`src/design/tmcw_pkg.sv`:
```
`timescale 1ns / 1ps
// Shared types and constants for the text console writer.
// No dependencies; used by every module of the block by scoped names.
package tmcw_pkg;

  // Input operation codes
  localparam logic [1:0] OP_PUT   = 2'd0;
  localparam logic [1:0] OP_CLEAR = 2'd1;
  localparam logic [1:0] OP_READ  = 2'd2;

  // Control characters
  localparam logic [7:0] CH_BACKSPACE = 8'd8;
  localparam logic [7:0] CH_NEWLINE   = 8'd10;
  localparam logic [7:0] CH_RETURN    = 8'd13;
  localparam logic [7:0] CH_SPACE     = 8'd32;

  localparam logic [7:0] RESET_ATTR  = 8'h0F;
  localparam logic [7:0] RESET_COLOR = 8'd15;

  // Configuration register word index
  localparam logic REG_TEXT_COLOR = 1'b0;

  // Field widths
  localparam int OP_W      = 2;
  localparam int CHAR_W    = 8;
  localparam int INDEX_W   = 11;
  localparam int ENTRY_W   = 16;
  localparam int ROW_FW    = 5;
  localparam int COL_FW    = 7;
  localparam int POS_FW    = 11;

  // Classified command kinds
  localparam int KIND_W = 3;
  localparam logic [KIND_W-1:0] CMD_PRINT     = 3'd0;
  localparam logic [KIND_W-1:0] CMD_NEWLINE   = 3'd1;
  localparam logic [KIND_W-1:0] CMD_RETURN    = 3'd2;
  localparam logic [KIND_W-1:0] CMD_BACKSPACE = 3'd3;
  localparam logic [KIND_W-1:0] CMD_CLEAR     = 3'd4;
  localparam logic [KIND_W-1:0] CMD_READ      = 3'd5;
  localparam logic [KIND_W-1:0] CMD_NOP       = 3'd6;

  typedef struct packed {
    logic [KIND_W-1:0]  kind;
    logic [CHAR_W-1:0]  ch;
    logic [INDEX_W-1:0] idx;
  } cmd_t;

  typedef struct packed {
    logic clearing;
  } back_status_t;

endpackage

```
`src/design/tmcw_queue.sv`:
```
`timescale 1ns / 1ps
// Two-entry command queue between front and back end.
// Depends on tmcw_pkg for the command type.
module tmcw_queue (
  input  logic           clk,
  input  logic           rst,
  input  logic           push,
  input  tmcw_pkg::cmd_t push_cmd,
  output logic           full,
  input  logic           pop,
  output logic           not_empty,
  output tmcw_pkg::cmd_t head
);

  localparam int Depth = 2;
  localparam int PtrW  = $clog2(Depth);
  localparam int CntW  = $clog2(Depth + 1);

  tmcw_pkg::cmd_t  slots [Depth];
  logic [PtrW-1:0] wr_ptr;
  logic [PtrW-1:0] rd_ptr;
  logic [CntW-1:0] count;

  assign full      = (count == CntW'(Depth));
  assign not_empty = (count != '0);
  assign head      = slots[rd_ptr];

  always_ff @(posedge clk) begin
    if (rst) begin
      wr_ptr <= '0;
      rd_ptr <= '0;
      count  <= '0;
    end else begin
      if (push) begin
        wr_ptr <= wr_ptr + 1'b1;
      end
      if (pop) begin
        rd_ptr <= rd_ptr + 1'b1;
      end
      if (push && !pop) begin
        count <= count + 1'b1;
      end else if (pop && !push) begin
        count <= count - 1'b1;
      end
    end
  end

  always_ff @(posedge clk) begin
    if (push) begin
      slots[wr_ptr] <= push_cmd;
    end
  end

endmodule

```
`config.mk`:
```
export PLATFORM = sky130hd
export DESIGN_NAME = tmcw_queue
export DESIGN_NICKNAME = d
export VERILOG_FILES = /design/src/design/tmcw_pkg.sv /design/src/design/tmcw_queue.sv
export SDC_FILE = /design/constraint.sdc
export NUM_CORES = 1
export LEC_CHECK = 0
export BUFFER_PORTS_ARGS = -buffer_cell sky130_fd_sc_hd__buf_2
export CAP_MARGIN = 20
export CORE_MARGIN = 4
export CORE_UTILIZATION = 40
export DETAILED_ROUTE_END_ITERATION = 12
export HOLD_SLACK_MARGIN = 0.12
export PLACE_DENSITY = 0.72
export SLEW_MARGIN = 25
export SYNTH_ARGS = -nofsm -noshare
export SYNTH_HDL_FRONTEND = slang
export SYNTH_SLANG_ARGS = --single-unit
```
`constraint.sdc`:
```
create_clock -name clk -period 2.2 [get_ports clk]
set_input_delay 0.44 -clock clk [delete_from_list [all_inputs] [get_ports clk]]
set_output_delay 0.44 -clock clk [all_outputs]
set_load 0.01 [all_outputs]
```
# [Word level (Yosys, flattened, before mapping)]
# Memories as Yosys holds them, arrays and structs flattened. A register that Yosys moved wholly into a read port is not among the register bits.
# Index checks and enable logic that the tools add are counted.
[totals] output_inout_bits=24 memories=1 reg_bits=4 ram_bits=44
[memory_table] memory="slots" depth=2 word_bits=22 rd=1 rd_clocked_by_memory_dff=1 wr=1 line="tmcw_queue.sv:19" text="tmcw_pkg::cmd_t slots [Depth];"
[op_classes] eq_ne=1 mux=6 addsub=4 reduce_logical=6
[ops] cell="$mux W1" n=4
[ops] cell="$mux W2" n=2
[ops] cell="$reduce_bool A2 Y1" n=2
[ops] cell="$add A1 B1 Y1 const B" n=2
[ops] cell="$add A2 B1 Y2 const B" n=1
[ops] cell="$eq A2 B2 Y1 const B" n=1
[ops] cell="$logic_and A1 B1 Y1" n=2
[ops] cell="$logic_not A1 Y1" n=2
[ops] cell="$sub A2 B1 Y2 const B" n=1

# [Depth between registers and ports, before layout]
# Gate-level depths: netlist (run 1).
[depth] ltp_word=4 mapped_depth=5 depth_no_buf=5

# [Worst setup path before layout (run 1)]
# No wires, ideal clock.
[synth_timing] path_type="in2reg" start="input port push" end="memory slots[0][0] (netlist bit), enable pin" path_stages=1 setup_time_ns=0.403 required_ns=1.797 setup_slack_ns=0.336 arrival_time_ns=1.460 cell_sequence="nor2b_1"
[synth_via] elab_chain_cells=2
[synth_rtl] item="start: declaration" line="tmcw_queue.sv:7" text="input logic push,"
[synth_rtl] item="$mux W1" line="tmcw_queue.sv:49" text="if (push) begin"
[synth_rtl] item="$mux W1 (not written as such)" line="tmcw_queue.sv:50" text="slots[wr_ptr] <= push_cmd;"
[synth_rtl] item="end: declaration" line="tmcw_queue.sv:19"
# No other way between the ends.

==> results of run 1 <==
[metal layers]
layer,track usage,share of wire,up-vias
li1,-,-,459
met1,0.136,0.38,452
met2,0.192,0.53,30
met3,0.0387,0.070,6
met4,0.0711,0.024,0
met5,0,0,-
[layout make-up]
type / count / area, sq um
tap: 52 / 65.1
sequential: 49 / 1420
timing repair buffer: 54 / 295
multi-input combinational: 38 / 357
fill: 373 / 2130
clock buffer: 7 / 76.3
clock inverter: 1 / 5.00
inverter: 1 / 3.75
[state kept, by name, indices dropped and copies added (netlist names), named ones only]
name / flops
slots: 44
rd_ptr: 1
wr_ptr: 1
count: 2
[worst max-delay path: cells and delay by family, from the launching register on]
kind,cells,cell delay (ns)
flip-flops,1,0.54
buffers and inverters,2,0.35
multiplexers,1,0.35
[placed cells by master, fill, tap and decap left out]
cell      count
a21oi_1       1
and2_1        1
and2b_2       1
buf_12        1
buf_2        49
buf_4         4
clkbuf_1      2
clkbuf_8      5
clkinv_2      1
dfxtp_1       5
edfxtp_1     44
ha_1          1
inv_1         1
mux2_2       22
nor2_1        4
nor2b_2       1
o21ai_0       1
or2_2         1
or3_1         1
xnor2_1       2
xor2_1        2
[report_power, final]
part	switching, mW	internal, mW
Clock	0.266	0.223
Combinational	0.119	0.125
Sequential	0.0233	1.08
[cell families after synthesis]
group / after synthesis / synth area share
and+or+nand+nor: 9 / 0.0273
adders and majority gates: 1 / 0.00699
xor gates and xnor gates: 4 / 0.0196
buffers and inverters: 3 / 0.00769
muxes: 22 / 0.138
AOI/OAI and AO/OA: 2 / 0.00559
DFF: 49 / 0.794
[path summary, 6_finish.rpt]
kind	from	endpoint
worst max-delay path	flip-flop	head[14]
worst min-delay path	push_cmd[5]	slots[0][5]
worst max register to register	wr_ptr	slots[1][20]
worst min register to register	count[1]	count[1]
==> out/metrics.yaml, run 1 <==
drt:
  drt-vias-per-instance: 4.69
  wl_per_cell_um: 15.2
  initialDrtViolationCount: 40
  dr.pass1.iters: 3
  vias: 947
  postRouteAntennaNets: 0
  drc: 0
  wl_mm: 3.08
worst_setup_path:
  worstSetupPathType: "reg2out"
  worst_r2r_path_depth: 2
  cp_slowest_cell: "dfxtp_1"
  crit_chain: "buf_12 > mux2_2 > buf_2"
  critical_path_peak_fanout: 16
  start_kind: "flip-flop"
  cp.required_ns: 1.76
  cp-end-kind: "output pin"
  cp.arrival_ns: 1.54
  critical-path-max-stage-delay_ns: 0.54
  reg2reg_slack_ns: 1.16
sta:
  timing.final.ws_setup_ns: 0.224
  skew_ns: 0.00449
  final.min_clock_period_ns: 1.98
  fin_crit_sh: 0.898
  drv_slew: 0
  rsz0062_at_grt: "false"
  timing.hold.ws_ns: 0.331
  final-setup-viol-count: 0
  fin_tns_setup_ns: 0
  fmax_mhz: 506
  slew_headroom: 0.755
  tightest_slew_ns: 0.367
  final_hold_viol_count: 0
global_route:
  antenna_found_initial: 0
  grt_usage: 0.118
  grt_pass1_wl_mm: 4.63
  grt_max_degree: 17
  gr-total-overflow: 0
  grt_pass1_vias: 1001
placed_design:
  dpl_cell_area_sq_mm: 0.00214
  dp_hpwl_mm: 2.18
  io_buffers: 49
  gp_congestion: 0.726
  dp.cells: 194
  place_ws_ns: 0.506
synth:
  yosys.area.top_type: "edfxtp_1"
  ys_seq_area_frac: 0.794
  yosysWarnings: 0
  ys_types: 16
  synth-seq-cells: 49
  synth_edf_count: 44
  syn_area_sq_mm: 0.00179
  synth.area.top_cells: "edfxtp_1 74%, mux2_2 14%, dfxtp_1 5.6%, xnor2_1 0.98%, xor2_1 0.98%"
  syn_nets: 117
  async_flop_share: 0
  yosysMostFrequentCell: "edfxtp_1"
  synth.top_cell.area_share: 0.738
  syn_inst: 90
  avgSynthCellArea_sq_um: 19.9
  synth_ff_type: "edfxtp_1"
  netlist_top_cells_count: "44 x edfxtp_1, 22 x mux2_2, 5 x dfxtp_1"
layout:
  utilization: 0.511
  syn2layout_area_growth_pct: 24.3
  drive_gt1_frac: 0.567
  design_area_sq_mm: 0.00222
  fin_nets: 176
  stdcell_count: 202
  diodes: 0
clock_network:
  root_buffer: "clkbuf_8"
  postCtsHoldBufs: 0
  htree_levels: 2
  ctsResizeCount: 0
  clockBufferDepth: 2
  path_clk_slew_ns: 0.08
  numCtsBuffers: 5
  cts_tree: "done"
  postCtsSetupBuffers: 0
  insertion_delay_ns: 0.29
  clkSinkCount: 49
floorplanning:
  dieArea_sq_mm: 0.00561
  initial_core_util: 0.411
  die_h_um: 74.9
  coreArea_sq_mm: 0.00435
  rows: 24
  die_w_um: 74.9
  ioPinCount: 50
pwr:
  p_per_area_mw_per_mm2: 826
  p_leak_nw: 0.859
  p_total_mw: 1.84
  peakVddDrop_mv: 0.359
status:
  status: "completed"
worst_hold_path:
  hold_path_class: "in2reg"
  hold_depth: 1
flow_run:
  max-cap-violations: 0
No activity file was read; power rests on OpenSTA's default activity.
==> run 2, diff against run 1 <==
--- a/config.mk
+++ b/config.mk
@@ -7,11 +7,12 @@
 export LEC_CHECK = 0
 export BUFFER_PORTS_ARGS = -buffer_cell sky130_fd_sc_hd__buf_2
 export CAP_MARGIN = 20
-export CORE_MARGIN = 4
-export CORE_UTILIZATION = 40
+export CORE_ASPECT_RATIO = 1.25
+export CORE_MARGIN = 2
+export CORE_UTILIZATION = 50
 export DETAILED_ROUTE_END_ITERATION = 12
 export HOLD_SLACK_MARGIN = 0.12
-export PLACE_DENSITY = 0.72
+export PLACE_DENSITY = 0.85
 export SLEW_MARGIN = 25
 export SYNTH_ARGS = -nofsm -noshare
 export SYNTH_HDL_FRONTEND = slang
==> out/metrics.yaml, run 2 (synthesis gave the netlist of run 1 again) <==
status:
  status: "completed"
layout:
  top_regs: "slots (44), count (2)"
  fillers: 262  # -30%
  drive_gt1_frac: 0.576  # +0.00949
  syn2layout_area_growth_pct: 24.7
  fin_nets: 177  # +0.57%
  diodes: 0  # unchanged
  layout_common_cells: "49 x buf_2, 44 x edfxtp_1, 22 x mux2_2"
  largest_reg_flops: 44  # unchanged
  regMostFlops: "slots"
  stdcell_count: 190  # -5.9%
  final_common_cell: "buf_2"
worst_setup_path:
  worst_r2r_path_depth: 2  # unchanged
  reg2reg_from: "wr_ptr"
  start_kind: "flip-flop"
  cp-end-kind: "output pin"
  critical_path_peak_fanout: 12  # -4
  cp.arrival_ns: 1.33  # -0.21 ns
  cp.required_ns: 1.76  # about the same
  reg2reg_slack_ns: 1.14  # -0.02 ns
  worstSetupPathType: "reg2out"
  r2r_end: "slots[1][12]"
pwr:
  switching_share: 0.212  # -0.0104
  p_total_mw: 1.95  # +6.2%
  p_seq_frac: 0.564  # -0.037
  clkPwrFrac: 0.311  # +0.045
  p_per_area_mw_per_mm2: 874  # +5.8%
  internal_power_mw: 1.54  # +7.6%
  p_leak_nw: 0.870  # +1.3%
  p_comb_frac: 0.125  # -0.008
  switchingPower_uw: 413  # +1.2%
  peakVddDrop_mv: 0.608  # +69%
sta:
  fin_crit_sh: 0.804  # -0.0938
  tightest_slew_ns: 0.195  # -0.172 ns
  rsz0062_at_grt: "false"
  final-setup-viol-count: 0  # unchanged
  skew_ns: 0.00307  # -0.00141 ns
  timing.final.ws_setup_ns: 0.431  # +0.206 ns
  final_hold_viol_count: 0  # unchanged
  final.min_clock_period_ns: 1.77  # -0.206 ns
  fin_tns_setup_ns: 0  # unchanged
  slew_headroom: 0.869  # +0.114
  fmax_mhz: 565  # +12%
  drv_slew: 0  # unchanged
  timing.hold.ws_ns: 0.328  # -0.00263 ns
global_route:
  gr-total-overflow: 0  # unchanged
  grt_pass1_vias: 989  # -1.2%
  grt_max_degree: 16  # -1
  antenna_found_initial: 0  # unchanged
  grt_usage: 0.146  # +0.0276
  grt_pass1_wl_mm: 4.35  # -6.0%
drt:
  dr.pass1.iters: 4  # +1
  drc: 0  # unchanged
  wl_per_cell_um: 15.2  # -0.35%
  initialDrtViolationCount: 33  # -18%
  drt-vias-per-instance: 5.14  # +9.7%
  postRouteAntennaNets: 0  # unchanged
  wl_mm: 2.88  # -6.3%
  vias: 977  # +3.2%
clock_network:
  root_buffer: "clkbuf_8"
  path_clk_slew_ns: 0.08  # about the same
  postCtsSetupBuffers: 0  # unchanged
  insertion_delay_ns: 0.29  # about the same
  clockBufferDepth: 2  # unchanged
  clkSinkCount: 49  # unchanged
  ctsResizeCount: 0  # unchanged
  numCtsBuffers: 5  # unchanged
  htree_levels: 2  # unchanged
  cts_tree: "done"
  postCtsHoldBufs: 0  # unchanged
placed_design:
  dp_hpwl_mm: 2.07  # -5.1%
  place_ws_ns: 0.728  # +0.222 ns
  dp.cells: 182  # -6.2%
  gp_congestion: 0.686  # -5.5%
  io_buffers: 49  # unchanged
worst_hold_path:
  hold-path-endpoint: "slots[1][6]"
  hold_path_class: "in2reg"
  hold_depth: 1  # unchanged
  hp-start: "push_cmd[6]"
floorplanning:
  rows: 24  # unchanged
  die_w_um: 57.5  # -23%
  ioPinCount: 50  # unchanged
  initial_core_util: 0.518  # +0.107
  dieArea_sq_mm: 0.00408  # -27%
  coreArea_sq_mm: 0.00345  # -21%
  die_h_um: 70.9  # -5.3%
flow_run:
  max-cap-violations: 0  # unchanged
-- run 2: cell count changes in the layout (fill, tap and decap cells not counted) --
cell        previous run  this run
clkbuf_1               2         0
bufinv_16              0         1
buf_4                  4         6
clkinv_1               0         1
clkinv_2               1         0
clkinvlp_4             0         1
buf_12                 1         0
-- run 2: power groups by stage --
stage	logic (mW)	clock network, mW	registers [mW]
2_1_floorplan	0.139	0	1.12
3_3_place_gp	0.238	0	1.12
3_5_place_dp	0.246	0	1.12
4_1_cts	0.248	0.627	1.10
5_1_grt	0.264	0.653	1.10
6_report	0.243	0.607	1.10
-- run 2: stage by stage --
step	utilization	instance area (sq um)
floorplan	-	1790
global placement	0.614	2120
detailed placement	0.614	2120
CTS	0.646	2230
global route	0.646	2230
finish	0.646	2230
-- run 2: worst max path at each step --
stage | start | endpoint | slack (ns) | cells past startpoint
floorplan | push | slots[0][0] | 0.34 | 1
detailed placement | push | count[1] | 0.73 | 4
global route | flip-flop | head[1] | 0.35 | 3
global placement | flip-flop | head[1] | 0.75 | 3
CTS | flip-flop | head[9] | 0.41 | 3
finish | flip-flop | head[9] | 0.43 | 3
-- run 2: layer usage --
metal  vias up  part of all wire  GRT usage
met5         -                 0          0
met4         0             0.027     0.0879
met3         9             0.078     0.0384
met2        45              0.52      0.259
met1       462              0.37      0.151
li1        461                 -          -
-- run 2: worst max-delay path, cell delays in order (launching register included) --
cell	delay [ns]
dfxtp_1	0.33
buf_4	0.21
mux2_2	0.36
buf_2	0.14
-- run 2: layout make-up --
cell class	instances	area [sq um]	share of cell area
inverters	1	3.75	0.00168
clock inverters	3	41.3	0.0185
clock buffers	5	68.8	0.0308
well taps	39	48.8	0.0219
flip-flops and latches	49	1420	0.637
repair buffers	55	290	0.130
multi-input cells	38	357	0.160
