$ cat config.mk
export PLATFORM = sky130hd
export DESIGN_NAME = tmcw_front
export DESIGN_NICKNAME = d
export VERILOG_FILES = /design/src/design/tmcw_pkg.sv /design/src/design/tmcw_front.sv
export SDC_FILE = /design/constraint.sdc
export NUM_CORES = 1
export LEC_CHECK = 0
export ABC_CLOCK_PERIOD_IN_PS = 2610
export BUFFER_PORTS_ARGS = -buffer_cell sky130_fd_sc_hd__buf_2
export CELL_PAD_IN_SITES_DETAIL_PLACEMENT = 1
export CELL_PAD_IN_SITES_GLOBAL_PLACEMENT = 2
export CORE_ASPECT_RATIO = 1.4
export CORE_MARGIN = 1
export CORE_UTILIZATION = 30
export CTS_BUF_LIST = sky130_fd_sc_hd__clkbuf_2
export DETAILED_ROUTE_END_ITERATION = 16
export PLACE_DENSITY = 0.83
export SLEW_MARGIN = 20
export SYNTH_ARGS = -nofsm -noshare
export SYNTH_HDL_FRONTEND = slang
export SYNTH_SLANG_ARGS = --single-unit
$ cat constraint.sdc
create_clock -name clk -period 2.61 [get_ports clk]
set_input_delay 0.3915 -clock clk [delete_from_list [all_inputs] [get_ports clk]]
set_output_delay 0.3915 -clock clk [all_outputs]
set_load 0.005 [all_outputs]
$ cat src/design/tmcw_pkg.sv
`timescale 1ns / 1ps
// Shared types and constants for the text console writer.
// No dependencies; used by every module of the block by scoped names.
package tmcw_pkg;

  // Input operation codes
  localparam logic [1:0] OP_PUT   = 2'd0;
  localparam logic [1:0] OP_CLEAR = 2'd1;
  localparam logic [1:0] OP_READ  = 2'd2;

  // Control characters
  localparam logic [7:0] CH_BACKSPACE = 8'd8;
  localparam logic [7:0] CH_NEWLINE   = 8'd10;
  localparam logic [7:0] CH_RETURN    = 8'd13;
  localparam logic [7:0] CH_SPACE     = 8'd32;

  localparam logic [7:0] RESET_ATTR  = 8'h0F;
  localparam logic [7:0] RESET_COLOR = 8'd15;

  // Configuration register word index
  localparam logic REG_TEXT_COLOR = 1'b0;

  // Field widths
  localparam int OP_W      = 2;
  localparam int CHAR_W    = 8;
  localparam int INDEX_W   = 11;
  localparam int ENTRY_W   = 16;
  localparam int ROW_FW    = 5;
  localparam int COL_FW    = 7;
  localparam int POS_FW    = 11;

  // Classified command kinds
  localparam int KIND_W = 3;
  localparam logic [KIND_W-1:0] CMD_PRINT     = 3'd0;
  localparam logic [KIND_W-1:0] CMD_NEWLINE   = 3'd1;
  localparam logic [KIND_W-1:0] CMD_RETURN    = 3'd2;
  localparam logic [KIND_W-1:0] CMD_BACKSPACE = 3'd3;
  localparam logic [KIND_W-1:0] CMD_CLEAR     = 3'd4;
  localparam logic [KIND_W-1:0] CMD_READ      = 3'd5;
  localparam logic [KIND_W-1:0] CMD_NOP       = 3'd6;

  typedef struct packed {
    logic [KIND_W-1:0]  kind;
    logic [CHAR_W-1:0]  ch;
    logic [INDEX_W-1:0] idx;
  } cmd_t;

  typedef struct packed {
    logic clearing;
  } back_status_t;

endpackage

$ cat src/design/tmcw_front.sv
`timescale 1ns / 1ps
// Front end: accepts input beats, classifies them into commands, and
// pushes them to the command queue. Depends on tmcw_pkg.
module tmcw_front (
  input  logic                            clk,
  input  logic                            rst,
  input  logic                            in_valid,
  output logic                            in_stall,
  input  logic [tmcw_pkg::OP_W-1:0]       operation,
  input  logic [tmcw_pkg::CHAR_W-1:0]     char_code,
  input  logic [tmcw_pkg::INDEX_W-1:0]    cell_index,
  input  tmcw_pkg::back_status_t          status,
  input  logic                            q_full,
  output logic                            push,
  output tmcw_pkg::cmd_t                  push_cmd
);

  logic           front_valid;
  tmcw_pkg::cmd_t front_cmd;
  tmcw_pkg::cmd_t classified;
  logic           accept;

  always_comb begin
    classified.ch  = char_code;
    classified.idx = cell_index;
    case (operation)
      tmcw_pkg::OP_PUT: begin
        case (char_code)
          tmcw_pkg::CH_NEWLINE:   classified.kind = tmcw_pkg::CMD_NEWLINE;
          tmcw_pkg::CH_RETURN:    classified.kind = tmcw_pkg::CMD_RETURN;
          tmcw_pkg::CH_BACKSPACE: classified.kind = tmcw_pkg::CMD_BACKSPACE;
          default:                classified.kind = tmcw_pkg::CMD_PRINT;
        endcase
      end
      tmcw_pkg::OP_CLEAR: classified.kind = tmcw_pkg::CMD_CLEAR;
      tmcw_pkg::OP_READ:  classified.kind = tmcw_pkg::CMD_READ;
      default:            classified.kind = tmcw_pkg::CMD_NOP;
    endcase
  end

  // hold off input during the power-up clearing pass and while a full queue blocks the front register
  assign in_stall = status.clearing || (front_valid && q_full);
  assign accept   = in_valid && !in_stall;
  assign push     = front_valid && !q_full;
  assign push_cmd = front_cmd;

  always_ff @(posedge clk) begin
    if (rst) begin
      front_valid <= 1'b0;
    end else if (accept) begin
      front_valid <= 1'b1;
    end else if (push) begin
      front_valid <= 1'b0;
    end
  end

  always_ff @(posedge clk) begin
    if (accept) begin
      front_cmd <= classified;
    end
  end

endmodule

After elaboration in Yosys (flattened, before gate mapping)
Index checks and enable logic that the tools add are counted.
{"block": "word_totals", "register_bits": 23, "output_inout_bits": 24, "input_bits": 26}
{"block": "op_classes", "muxes": 4, "eq_ne": 5, "n_reduce_logical": 8}
{"cell": "$eq A8 B4 Y1 const B", "n": 3}
{"cell": "$pmux W3 S3", "n": 1}
{"cell": "$pmux W2 S3", "n": 1}
{"cell": "$logic_and A1 B1 Y1", "n": 3}
{"cell": "$eq A2 B1 Y1 const B", "n": 1}
{"cell": "$eq A2 B2 Y1 const B", "n": 1}
{"cell": "$logic_not A1 Y1", "n": 2}
{"cell": "$logic_not A2 Y1", "n": 1}
{"cell": "$mux W1", "n": 2}
{"cell": "$reduce_bool A2 Y1", "n": 1}
{"cell": "$logic_or A1 B1 Y1", "n": 1}

Longest topological paths before layout
Gate-level depths: netlist of run 1.
{"block": "depth", "depth_word": 5, "depth_mapped": 4, "mapped_depth_nobuf": 4}

Worst setup path after synthesis of run 1
OpenSTA, ideal clock, no wires.
{"block": "synth_timing", "kind": "input port to flip-flop", "start": "input q_full", "end": "register front_cmd, in the netlist push_cmd[0] (enable)", "setup_slack_ps": 681, "t_required_ps": 2209, "cell_stages": 2, "n_path_buf": 0, "t_arrival_ps": 1528, "path_cell_list": "a21o_1 -> nor2_1"}
{"block": "synth_between", "elab_chain_len": 4}
{"item": "start, declared", "line_no": "tmcw_front.sv:13", "text": "input logic q_full,"}
{"item": "$logic_and A1 B1 Y1", "line_no": "tmcw_front.sv:42", "text": "assign in_stall = status.clearing || (front_valid && q_full);"}
{"item": "$logic_or A1 B1 Y1", "line_no": "tmcw_front.sv:42"}
{"item": "$logic_not A1 Y1", "line_no": "tmcw_front.sv:43", "text": "assign accept = in_valid && !in_stall;"}
{"item": "$logic_and A1 B1 Y1", "line_no": "tmcw_front.sv:43"}
{"item": "via accept", "line_no": "tmcw_front.sv:21", "text": "logic accept;"}
{"item": "end signal, assigned", "line_no": "tmcw_front.sv:59", "text": "front_cmd <= classified;"}
{"item": "end, declared", "line_no": "tmcw_front.sv:19", "text": "tmcw_pkg::cmd_t front_cmd;"}
The timed path passes the listed nets, and every way through them passes these cells.
A chain may end at the register's enable or synchronous reset.

==> results of run 1 <==
-- how the worst min path moves through the flow --
stage / start / cells past startpoint / endpoint / slack (ns)
finish: rst / 2 / front_valid / 0.22
global route: rst / 2 / front_valid / 0.18
CTS: rst / 2 / front_valid / 0.19
detailed placement: front_valid / 2 / front_valid / 0.48
global placement: front_valid / 2 / front_valid / 0.45
floorplan: front_valid / 2 / front_valid / 0.43
-- registers in the layout, summed over array words and instances, names as in the netlist --
register	flops
push_cmd	22
front_valid	1
-- cell type report --
class | instances | area share
repair buffers | 50 | 0.222
inverters | 4 | 0.0132
clock buffers | 4 | 0.0176
well taps | 36 | 0.0395
multi-input cells | 15 | 0.111
flip-flops and latches | 23 | 0.597
-- power groups by stage --
| stage | Combinational (mW) | Sequential (mW) | Clock [mW] |
|---|---|---|---|
| 3_3_place_gp | 0.0605 | 0.435 | 0 |
| 2_1_floorplan | 0.0177 | 0.438 | 0 |
| 3_5_place_dp | 0.0630 | 0.436 | 0 |
| 6_report | 0.0615 | 0.427 | 0.131 |
| 5_1_grt | 0.0695 | 0.429 | 0.151 |
| 4_1_cts | 0.0631 | 0.427 | 0.140 |
-- logic make-up after synthesis --
logic type	count (synthesis)
compound gates	4
xor+xnor	1
fa+ha+maj	2
buf+inv	4
flops	23
simple gates	8
-- synthesized netlist by cell type --
cell       n  area (sq um)
a21o_1     1          7.51
inv_1      4          15.0
nor2_1     1          3.75
o32ai_1    1          8.76
nor2b_1    1          6.26
nand2_1    1          3.75
edfxtp_1  22           661
xor2_1     1          8.76
or3_1      1          6.26
or4b_4     1          13.8
or2_2      1          6.26
dfxtp_1    1          20.0
ha_1       2          25.0
o41ai_2    1          16.3
nand2b_1   2          12.5
a21oi_1    1          5.00
-- through the flow --
stage	setup slack, ns	cells	total power, mW	utilization
floorplan	0.681	42	0.456	-
global placement	0.983	128	0.495	0.428
detailed placement	0.919	128	0.499	0.428
CTS	1.23	132	0.630	0.436
global route	1.20	132	0.650	0.436
finish	1.24	132	0.619	0.436
-- worst register-to-register path, stage by stage (launching register included) --
cell	delay (ns)
dfxtp_1	0.36
a21o_1	0.17
nor2_2	0.07
buf_4	0.27
-- metal layers --
layer	up-vias	wire length, um	part of all wire	GRT usage
met5	-	0	0	0
met4	0	29	0.018	0.0993
met3	2	196	0.12	0.0282
met2	36	891	0.56	0.215
met1	241	472	0.30	0.0972
li1	263	-	-	-
==> summary.txt, run 1 <==
Worst setup path
  – Critical R2R Capture: push_cmd[7]
  – Critical Path Start: operation[1]
  – Crit Path Class: in2reg
  – Worst reg2reg setup slack: approximately 1.4 ns
  – Startpoint types: input port
  – Path depth of the worst reg2reg path: 3
  – Levels on crit path: 5
  – Worst Path Required: 2.74 ns
  – CP max FO: 3
  – Crit-path cells: buf_2 -> inv_1 -> ha_1 -> or4b_4 -> o32ai_1
  – Crit path capture type: register
  – Crit-path leading delay family: simple AND/OR/NAND/NOR gates
  – WP buf/inv: 2
  – End point of the critical path: push_cmd[19]
  – Slowest-stage cell, CP: or4b_4
  – Arrival time worst endpoint: 1.50 ns
  – CP max stage delay: 0.47 ns
  – Worst r2r src: front_valid

Routing
  – Post-DRT Antenna Nets: 0
  – DR iter-0 viols: 3
  – Via density: a little over 4
  – Pre-Repair DR Iteration Count: 3
  – # DRC: 0
  – Total number of vias: between 500 and 600
  – Final wirelength: ~1600 um
  – Wire per inst: 12.0 um

Synth
  – Avg Cell Area, Syn: 19.5 sq um
  – Seq/Total Area, Yosys: 0.831
  – Post-Synth Simple-Gate Area: 0.0641
  – Post-Syn Instances: 42
  – Synth Area in Adders: 0.0305
  – Seq cells post-synth: 23
  – Synth Area in XOR/XNOR: 0.0107
  – Syn nets: 70
  – Synth unique cells: 16
  – Compound-Gate Fraction of Synth Area: 0.0458
  – Largest family of logic cells by synthesized area: simple AND/OR/NAND/NOR gates
  – Netlist Area Pre-Place: about 800 sq um
  – Yosys warning count: 0
  – Proportion of synthesized area in mux cells: 0

Clock network
  – Clk_lat worst skew: 0.30 ns
  – CTS HTree Levels: 1
  – CTS root buf: clkbuf_2
  – CTS Sinks: 23
  – Post-cts resize count: 0
  – Setup bufs post-CTS: 0
  – Total clock buffers created by CTS: 3
  – Hold_buf cts: 0
  – Clk slew on worst S/H paths: roughly 0.18 ns
  – TritonCTS clock tree: yes
  – Maximum root-to-sink buffer count: 2

Floorplan
  – I/O pin cnt: 50
  – Initial Utilization: 0.313
  – Core Rows: 22
  – Die Width: approximately 46 um
  – Die Y: 63.8 um
  – Core area: 0.00262 sq mm
  – Die area: slightly below 0.003 sq mm

Global routing
  – GRT Overall Usage: 0.119
  – Antenna violations before repair: 0
  – GRT overflow: 0
  – Largest net degree at the start of global routing: 23
  – First-pass GRT wire length: ~2300 um
  – Vias in the first global route: 559

Pwr
  – P_sw: 0.123 mW
  – Lkg Pwr: 0.500 nW
  – Internal power: 0.496 mW
  – Clock power frac: 0.211
  – Max VDD drop: 183 uV
  – Logic pwr share: 0.099
  – Sw Ratio: 0.199
  – Flop pwr share: 0.690
  – Pwr per Cell Area: 543 mW/mm^2

Placement
  – Placement-stage cell area: 0.00112 sq mm
  – Port bufs: 49
  – Routability cong.: 0.708
  – Final HPWL DP: 1380 um

STA
  – Hold_ws: 0.217 ns
  – Fmax: 731 MHz
  – Fin Clk Skew: between 0.006 and 0.007 ns
  – Relative slew slack: 0.823
  – Worst Max-Slew Pin Slew: 0.266 ns
  – RSZ-0062 raised after global routing: no
  – Final Hold Fails: 0
  – Setup TNS: 0 ns
  – Final setup fails: 0
  – Fin crit period: 1.37 ns
  – Final period util: 0.524
  – Max Slew Vio Count: 0

Run
  – MaxCap Viol Count: 0

Cells and area
  – Layout area overhead: 39.1%
  – Fillers: 299
  – Multi-input gate area: approximately 130 sq um
  – Commonest cells after routing, fill and taps aside: 49 x buf_2, 22 x edfxtp_1, 4 x inv_1, 4 x clkbuf_2
  – Commonest non-fill, non-tap cell in the layout: buf_2
  – FF/Latch Area: 681 sq um
  – Layout cells sized above 1: 0.604
  – # diodes: 0
  – Design Area, Final: ~0.0011 sq mm
  – Layout Nets: 125

Worst hold path
  – Hold/Removal Path Class: in2reg

Outcome
  – Status: finished, final reports clean
(Power assumes the default switching activity.)
==> inputs of run 2 (changes only) <==
--- a/config.mk
+++ b/config.mk
@@ -5,16 +5,16 @@
 export SDC_FILE = /design/constraint.sdc
 export NUM_CORES = 1
 export LEC_CHECK = 0
-export ABC_CLOCK_PERIOD_IN_PS = 2610
+export ABC_CLOCK_PERIOD_IN_PS = 1250
 export BUFFER_PORTS_ARGS = -buffer_cell sky130_fd_sc_hd__buf_2
 export CELL_PAD_IN_SITES_DETAIL_PLACEMENT = 1
 export CELL_PAD_IN_SITES_GLOBAL_PLACEMENT = 2
 export CORE_ASPECT_RATIO = 1.4
 export CORE_MARGIN = 1
-export CORE_UTILIZATION = 30
+export CORE_UTILIZATION = 25
 export CTS_BUF_LIST = sky130_fd_sc_hd__clkbuf_2
 export DETAILED_ROUTE_END_ITERATION = 16
-export PLACE_DENSITY = 0.83
+export PLACE_DENSITY = 0.74
 export SLEW_MARGIN = 20
 export SYNTH_ARGS = -nofsm -noshare
 export SYNTH_HDL_FRONTEND = slang
==> constraint.sdc (replaced) <==
create_clock -name clk -period 1.25 [get_ports clk]
set_input_delay 0.1875 -clock clk [delete_from_list [all_inputs] [get_ports clk]]
set_output_delay 0.1875 -clock clk [all_outputs]
set_load 0.005 [all_outputs]
==> summary.txt, run 2 (synthesized netlist as in run 1, its figures left out) <==
Cells and area
  – Layout area overhead: 65.2%
  – Largest register FFs: 22 (unchanged)
  – # diodes: 0 (unchanged)
  – Non-filler cells, final: 152 (+15%)
  – Commonest non-fill, non-tap cell in the layout: buf_2
  – Layout Nets: 142 (+14%)
  – Commonest cells after routing, fill and taps aside: 49 x buf_2, 22 x edfxtp_1, 12 x dlygate4sd3_1, 5 x buf_4, 4 x clkbuf_2
  – Layout cells sized above 1: 0.593 (-0.0112)

STA
  – RSZ-0062 raised after global routing: yes
  – Fin Clk Skew: 0.00345 ns (-0.00294 ns)
  – Max Slew Vio Count: 0 (unchanged)
  – Fin crit period: between 1 and 1.5 ns
  – Worst Max-Slew Pin Slew: 0.259 ns (-0.00661 ns)
  – Final setup fails: 0 (unchanged)
  – Worst setup margin: 0.0415 ns (-1.20 ns)
  – Final Hold Fails: 0 (unchanged)
  – Final period util: 0.967
  – Fmax: 827 MHz
  – Relative slew slack: 0.825 (+0.00252)
  – Setup TNS: 0 ns (unchanged)

Worst setup path
  – Slowest-stage cell, CP: or4b_4
  – Path depth of the worst reg2reg path: 3 (unchanged)
  – Critical R2R Capture: push_cmd[10]
  – Crit-path cells: buf_2 -> inv_16 -> ha_4 -> or4b_4 -> o41ai_2
  – End point of the critical path: push_cmd[20]
  – Worst reg2reg setup slack: 0.15 ns (-1.29 ns)
  – CP max stage delay: 0.46 ns (about the same)
  – Worst r2r src: front_valid
  – Startpoint types: input port
  – Crit Path Class: in2reg
  – Arrival time worst endpoint: 1.36 ns (-0.14 ns)
  – Critical Path Start: operation[1]
  – Worst Path Required: 1.40 ns (-1.34 ns)
  – CP max FO: 2 (-1)
  – Crit path capture type: register

Clock network
  – TritonCTS clock tree: yes
  – Total clock buffers created by CTS: 3 (unchanged)
  – Clk slew on worst S/H paths: 0.20 ns (+0.02 ns)
  – CTS root buf: clkbuf_2
  – Clk_lat worst skew: 0.32 ns (+0.02 ns)
  – Maximum root-to-sink buffer count: 2 (unchanged)
  – Setup bufs post-CTS: 0 (unchanged)
  – CTS Sinks: 23 (unchanged)
  – CTS HTree Levels: 1 (unchanged)

Run
  – MaxCap Viol Count: 0 (unchanged)

Routing
  – DR iter-0 viols: 4 (+1)
  – Post-DRT Antenna Nets: 0 (unchanged)
  – Wire per inst: 11.6 um (-4.0%)
  – Final wirelength: 1760 um (+11%)
  – # DRC: 0 (unchanged)
  – Pre-Repair DR Iteration Count: 3 (unchanged)
  – Total number of vias: 626 (+15%)
  – Via density: 4.12 (+0.30%)

Pwr
  – Clock power frac: 0.214 (+0.003)
  – Max VDD drop: 411 uV (+120%)
  – Total Power: 1.38 mW (+120%)
  – Pwr per Cell Area: 1020 mW/mm^2 (+87%)
  – Internal power: 1.08 mW (+120%)
  – Sw Ratio: 0.217 (+0.0177)
  – Logic pwr share: 0.138 (+0.039)
  – P_sw: 0.299 mW (+140%)
  – Flop pwr share: 0.647 (-0.043)
  – Lkg Pwr: 0.583 nW (+17%)

Floorplan
  – Core Rows: 24 (+9.1%)
  – I/O pin cnt: 50 (unchanged)
  – Initial Utilization: 0.262 (-0.0510)
  – Core area: 0.00312 sq mm (+19%)
  – Die area: 0.00351 sq mm (+19%)
  – Die Width: 50.4 um (+9.1%)
  – Die Y: 69.7 um (+9.2%)

Outcome
  – Status: finished, final reports clean

Worst hold path
  – Hold/Removal Path Class: in2reg

Global routing
  – Vias in the first global route: 556 (-0.54%)
  – Antenna violations before repair: 0 (unchanged)
  – GRT overflow: 0 (unchanged)
  – GRT Overall Usage: 0.0981 (-0.0207)
  – Largest net degree at the start of global routing: 18 (-22%)
  – First-pass GRT wire length: 2500 um (+6.8%)

Placement
  – Placed cell count: 136 (+6.3%)
  – Port bufs: 49 (unchanged)
  – Final HPWL DP: 1330 um (-3.3%)
  – Post-place setup slack: -0.313 ns (-1.23 ns)
  – Routability cong.: 0.649 (-8.3%)
## run 2: worst min path at each step
| stage | end | start | cells after the start | slack (ns) |
|---|---|---|---|---|
| final | push_cmd[8] | cell_index[8] | 1 | 0.04 |
| after global routing | push_cmd[8] | cell_index[8] | 1 | 0.002 |
| after CTS | push_cmd[10] | cell_index[10] | 1 | 0.006 |
| after detailed placement | front_valid | rst | 2 | 0.36 |
| after global placement | front_valid | rst | 2 | 0.34 |
| after floorplan | front_valid | rst | 1 | 0.26 |
## run 2: worst max-delay path, delay by kind of cell
family / cells / cell delay [ns]
compound gates: 1 / 0.36
fa+ha+maj: 1 / 0.12
buf+inv: 2 / 0.23
simple gates: 1 / 0.46
## run 2: timing repair
action,CTS,global route
endpoints found under the hold margin,1,11
endpoints found under the setup margin,0,1
hold buffers,1,11
resized for setup,0,1
## run 2: power groups by stage
stage / Sequential [mW] / Combinational, mW / Clock (mW)
after CTS: 0.892 / 0.167 / 0.311
after floorplan: 0.915 / 0.0460 / 0
final: 0.892 / 0.190 / 0.295
after detailed placement: 0.910 / 0.165 / 0
after global placement: 0.908 / 0.158 / 0
after global routing: 0.895 / 0.209 / 0.341
## run 2: metrics by stage
step	instance area, sq um	utilization	hold slack [ns]
global route	1350	0.433	0.00179
CTS	1240	0.398	0.00582
floorplan	861	-	0.257
finish	1350	0.433	0.0371
detailed placement	1210	0.388	0.357
global placement	1210	0.388	0.344
## run 2: routing by layer
| metal | GRT usage | part of all wire |
|---|---|---|
| met5 | 0 | 0 |
| met4 | 0.0463 | 0.015 |
| met3 | 0.0351 | 0.080 |
| met2 | 0.176 | 0.54 |
| met1 | 0.0962 | 0.36 |
## run 2: layout make-up
class / instances / area (sq um)
well taps: 39 / 48.8
multi-input cells: 15 / 144
flip-flops and latches: 23 / 682
inverters: 4 / 36.3
repair buffers: 67 / 423
fillers: 350 / 1770
clock buffers: 4 / 20.0
==> inputs of run 3 (changes only) <==
==> constraint.sdc (replaced) <==
create_clock -name clk -period 1.25 [get_ports clk]
set_input_delay 0.1875 -clock clk [delete_from_list [all_inputs] [get_ports clk]]
set_output_delay 0.1875 -clock clk [all_outputs]
set_load 0.02 [all_outputs]
==> summary.txt, run 3 (synthesized netlist as in run 1, its figures left out) <==
Outcome
  – Status: finished, final reports clean

Clock network
  – TritonCTS clock tree: yes
  – Total clock buffers created by CTS: 3 (unchanged)
  – CTS Sinks: 23 (unchanged)
  – CTS HTree Levels: 1 (unchanged)
  – CTS root buf: clkbuf_2
  – Clk slew on worst S/H paths: 0.20 ns (about the same)
  – Maximum root-to-sink buffer count: 2 (unchanged)
  – Clk_lat worst skew: 0.31 ns (about the same)

Routing
  – Pre-Repair DR Iteration Count: 3 (unchanged)
  – DR iter-0 viols: 11 (+7)
  – Wire per inst: 11.8 um (+2.2%)
  – Via density: 4.05 (-1.8%)
  – Total number of vias: 615 (-1.8%)
  – # DRC: 0 (unchanged)
  – Final wirelength: 1800 um (+2.2%)
  – Post-DRT Antenna Nets: 0 (unchanged)

STA
  – Final Hold Fails: 0 (unchanged)
  – Fmax: 829 MHz (+0.17%)
  – Final setup fails: 0 (unchanged)
  – Max Slew Vio Count: 0 (unchanged)
  – Relative slew slack: 0.846 (+0.0203)
  – Worst setup margin: 0.0435 ns (+0.00205 ns)
  – Setup TNS: 0 ns (unchanged)
  – Fin Clk Skew: 0.00677 ns (+0.00332 ns)
  – RSZ-0062 raised after global routing: yes
  – Worst Max-Slew Pin Slew: 0.229 ns (-0.0301 ns)
  – Final period util: 0.965 (-0.00164)
  – Fin crit period: 1.21 ns (-0.00205 ns)

Worst setup path
  – Worst Path Required: 1.06 ns (-0.34 ns)
  – Crit path capture type: output pin
  – Worst reg2reg setup slack: 0.12 ns (-0.03 ns)
  – Startpoint types: register
  – CP max FO: 3 (+1)
  – Crit Path Class: reg2out
  – Arrival time worst endpoint: 1.02 ns (-0.34 ns)

Cells and area
  – # diodes: 0 (unchanged)
  – Commonest non-fill, non-tap cell in the layout: buf_2
  – Largest register FFs: 22 (unchanged)
  – Layout area overhead: 67.2%
  – Layout Nets: 142 (unchanged)
  – Layout cells sized above 1: 0.619 (+0.0265)
  – Design Area, Final: 0.00137 sq mm (+1.2%)
  – Commonest cells after routing, fill and taps aside: 47 x buf_2, 22 x edfxtp_1, 11 x dlygate4sd3_1, 7 x buf_4, 4 x clkbuf_2

Floorplan
  – Die Y: 69.7 um (unchanged)
  – Core Rows: 24 (unchanged)
  – I/O pin cnt: 50 (unchanged)
  – Core area: 0.00312 sq mm (unchanged)
  – Die area: 0.00351 sq mm (unchanged)
  – Die Width: 50.4 um (unchanged)
  – Initial Utilization: 0.262 (unchanged)

Global routing
  – First-pass GRT wire length: 2750 um (+10%)
  – GRT Overall Usage: 0.105 (+0.00689)
  – Vias in the first global route: 640 (+15%)
  – Antenna violations before repair: 0 (unchanged)
  – Largest net degree at the start of global routing: 17 (-1)
  – GRT overflow: 0 (unchanged)

Placement
  – Post-place setup slack: -0.268 ns (+0.0454 ns)
  – Placement-stage cell area: 0.00123 sq mm (+1.3%)
  – Routability cong.: 0.645 (-0.60%)
  – Final HPWL DP: 1350 um (+0.91%)
  – Port bufs: 49 (unchanged)

Pwr
  – Pwr per Cell Area: 1040 mW/mm^2 (+1.8%)
  – Max VDD drop: 480 uV (+17%)
  – Lkg Pwr: 0.585 nW (+0.47%)

Worst hold path
  – Hold/Removal Path Class: in2reg

Run
  – MaxCap Viol Count: 0 (unchanged)
run 3: changes by cell type in the layout (fill, tap and decap cells not counted), sizes merged:
cell and change:
buf +1, dlygate4sd3 -1
run 3: path summary, 6_finish.rpt:
| kind | startpoint | to | depth (start not counted) |
|---|---|---|---|
| max | front_valid | in_stall | 2 |
| min | char_code[5] | push_cmd[16] | 1 |
| max reg2reg | front_valid | push_cmd[0] | 3 |
| min reg2reg | front_valid | front_valid | 2 |
run 3: report_power, final:
part           switching, mW  internal, mW
logic                  0.119         0.116
registers            0.00765         0.884
clock network          0.208        0.0847
run 3: stage by stage:
step	power (mW)	utilization	hold WS [ns]	cells
after detailed placement	1.12	0.393	0.349	137
after floorplan	1.00	-	0.249	42
after CTS	1.42	0.405	0.00112	142
after global routing	1.50	0.439	0.000928	152
after global placement	1.11	0.393	0.337	137
final	1.42	0.439	0.0466	152
run 3: worst max-delay path, stage by stage (launching register included):
cell and delay (ns):
dfxtp_2 0.37, a21o_4 0.21, buf_6 0.13
run 3: cell type report:
cell class | instances | area (sq um)
Clock buffer | 4 | 20.0
Sequential cell | 23 | 682
Inverter | 4 | 36.3
Timing Repair Buffer | 67 | 429
Fill cell | 339 | 1750
Multi-Input combinational cell | 15 | 154
Tap cell | 39 | 48.8
run 3: routing by layer:
layer / global-route usage / up-vias / wire length, um
met5: 0 / - / 0
met4: 0.0370 / 0 / 0
met3: 0.0461 / 0 / 145
met2: 0.191 / 29 / 1050
met1: 0.101 / 288 / 603
li1: - / 298 / -
run 3: timing repair:
action                     in CTS  in global routing
pin swaps                       0                  0
hold buffers                    1                 10
resized for setup               2                  2
hold endpoints to repair        1                 10
setup buffers                   0                  0
setup endpoints to repair       1                  2
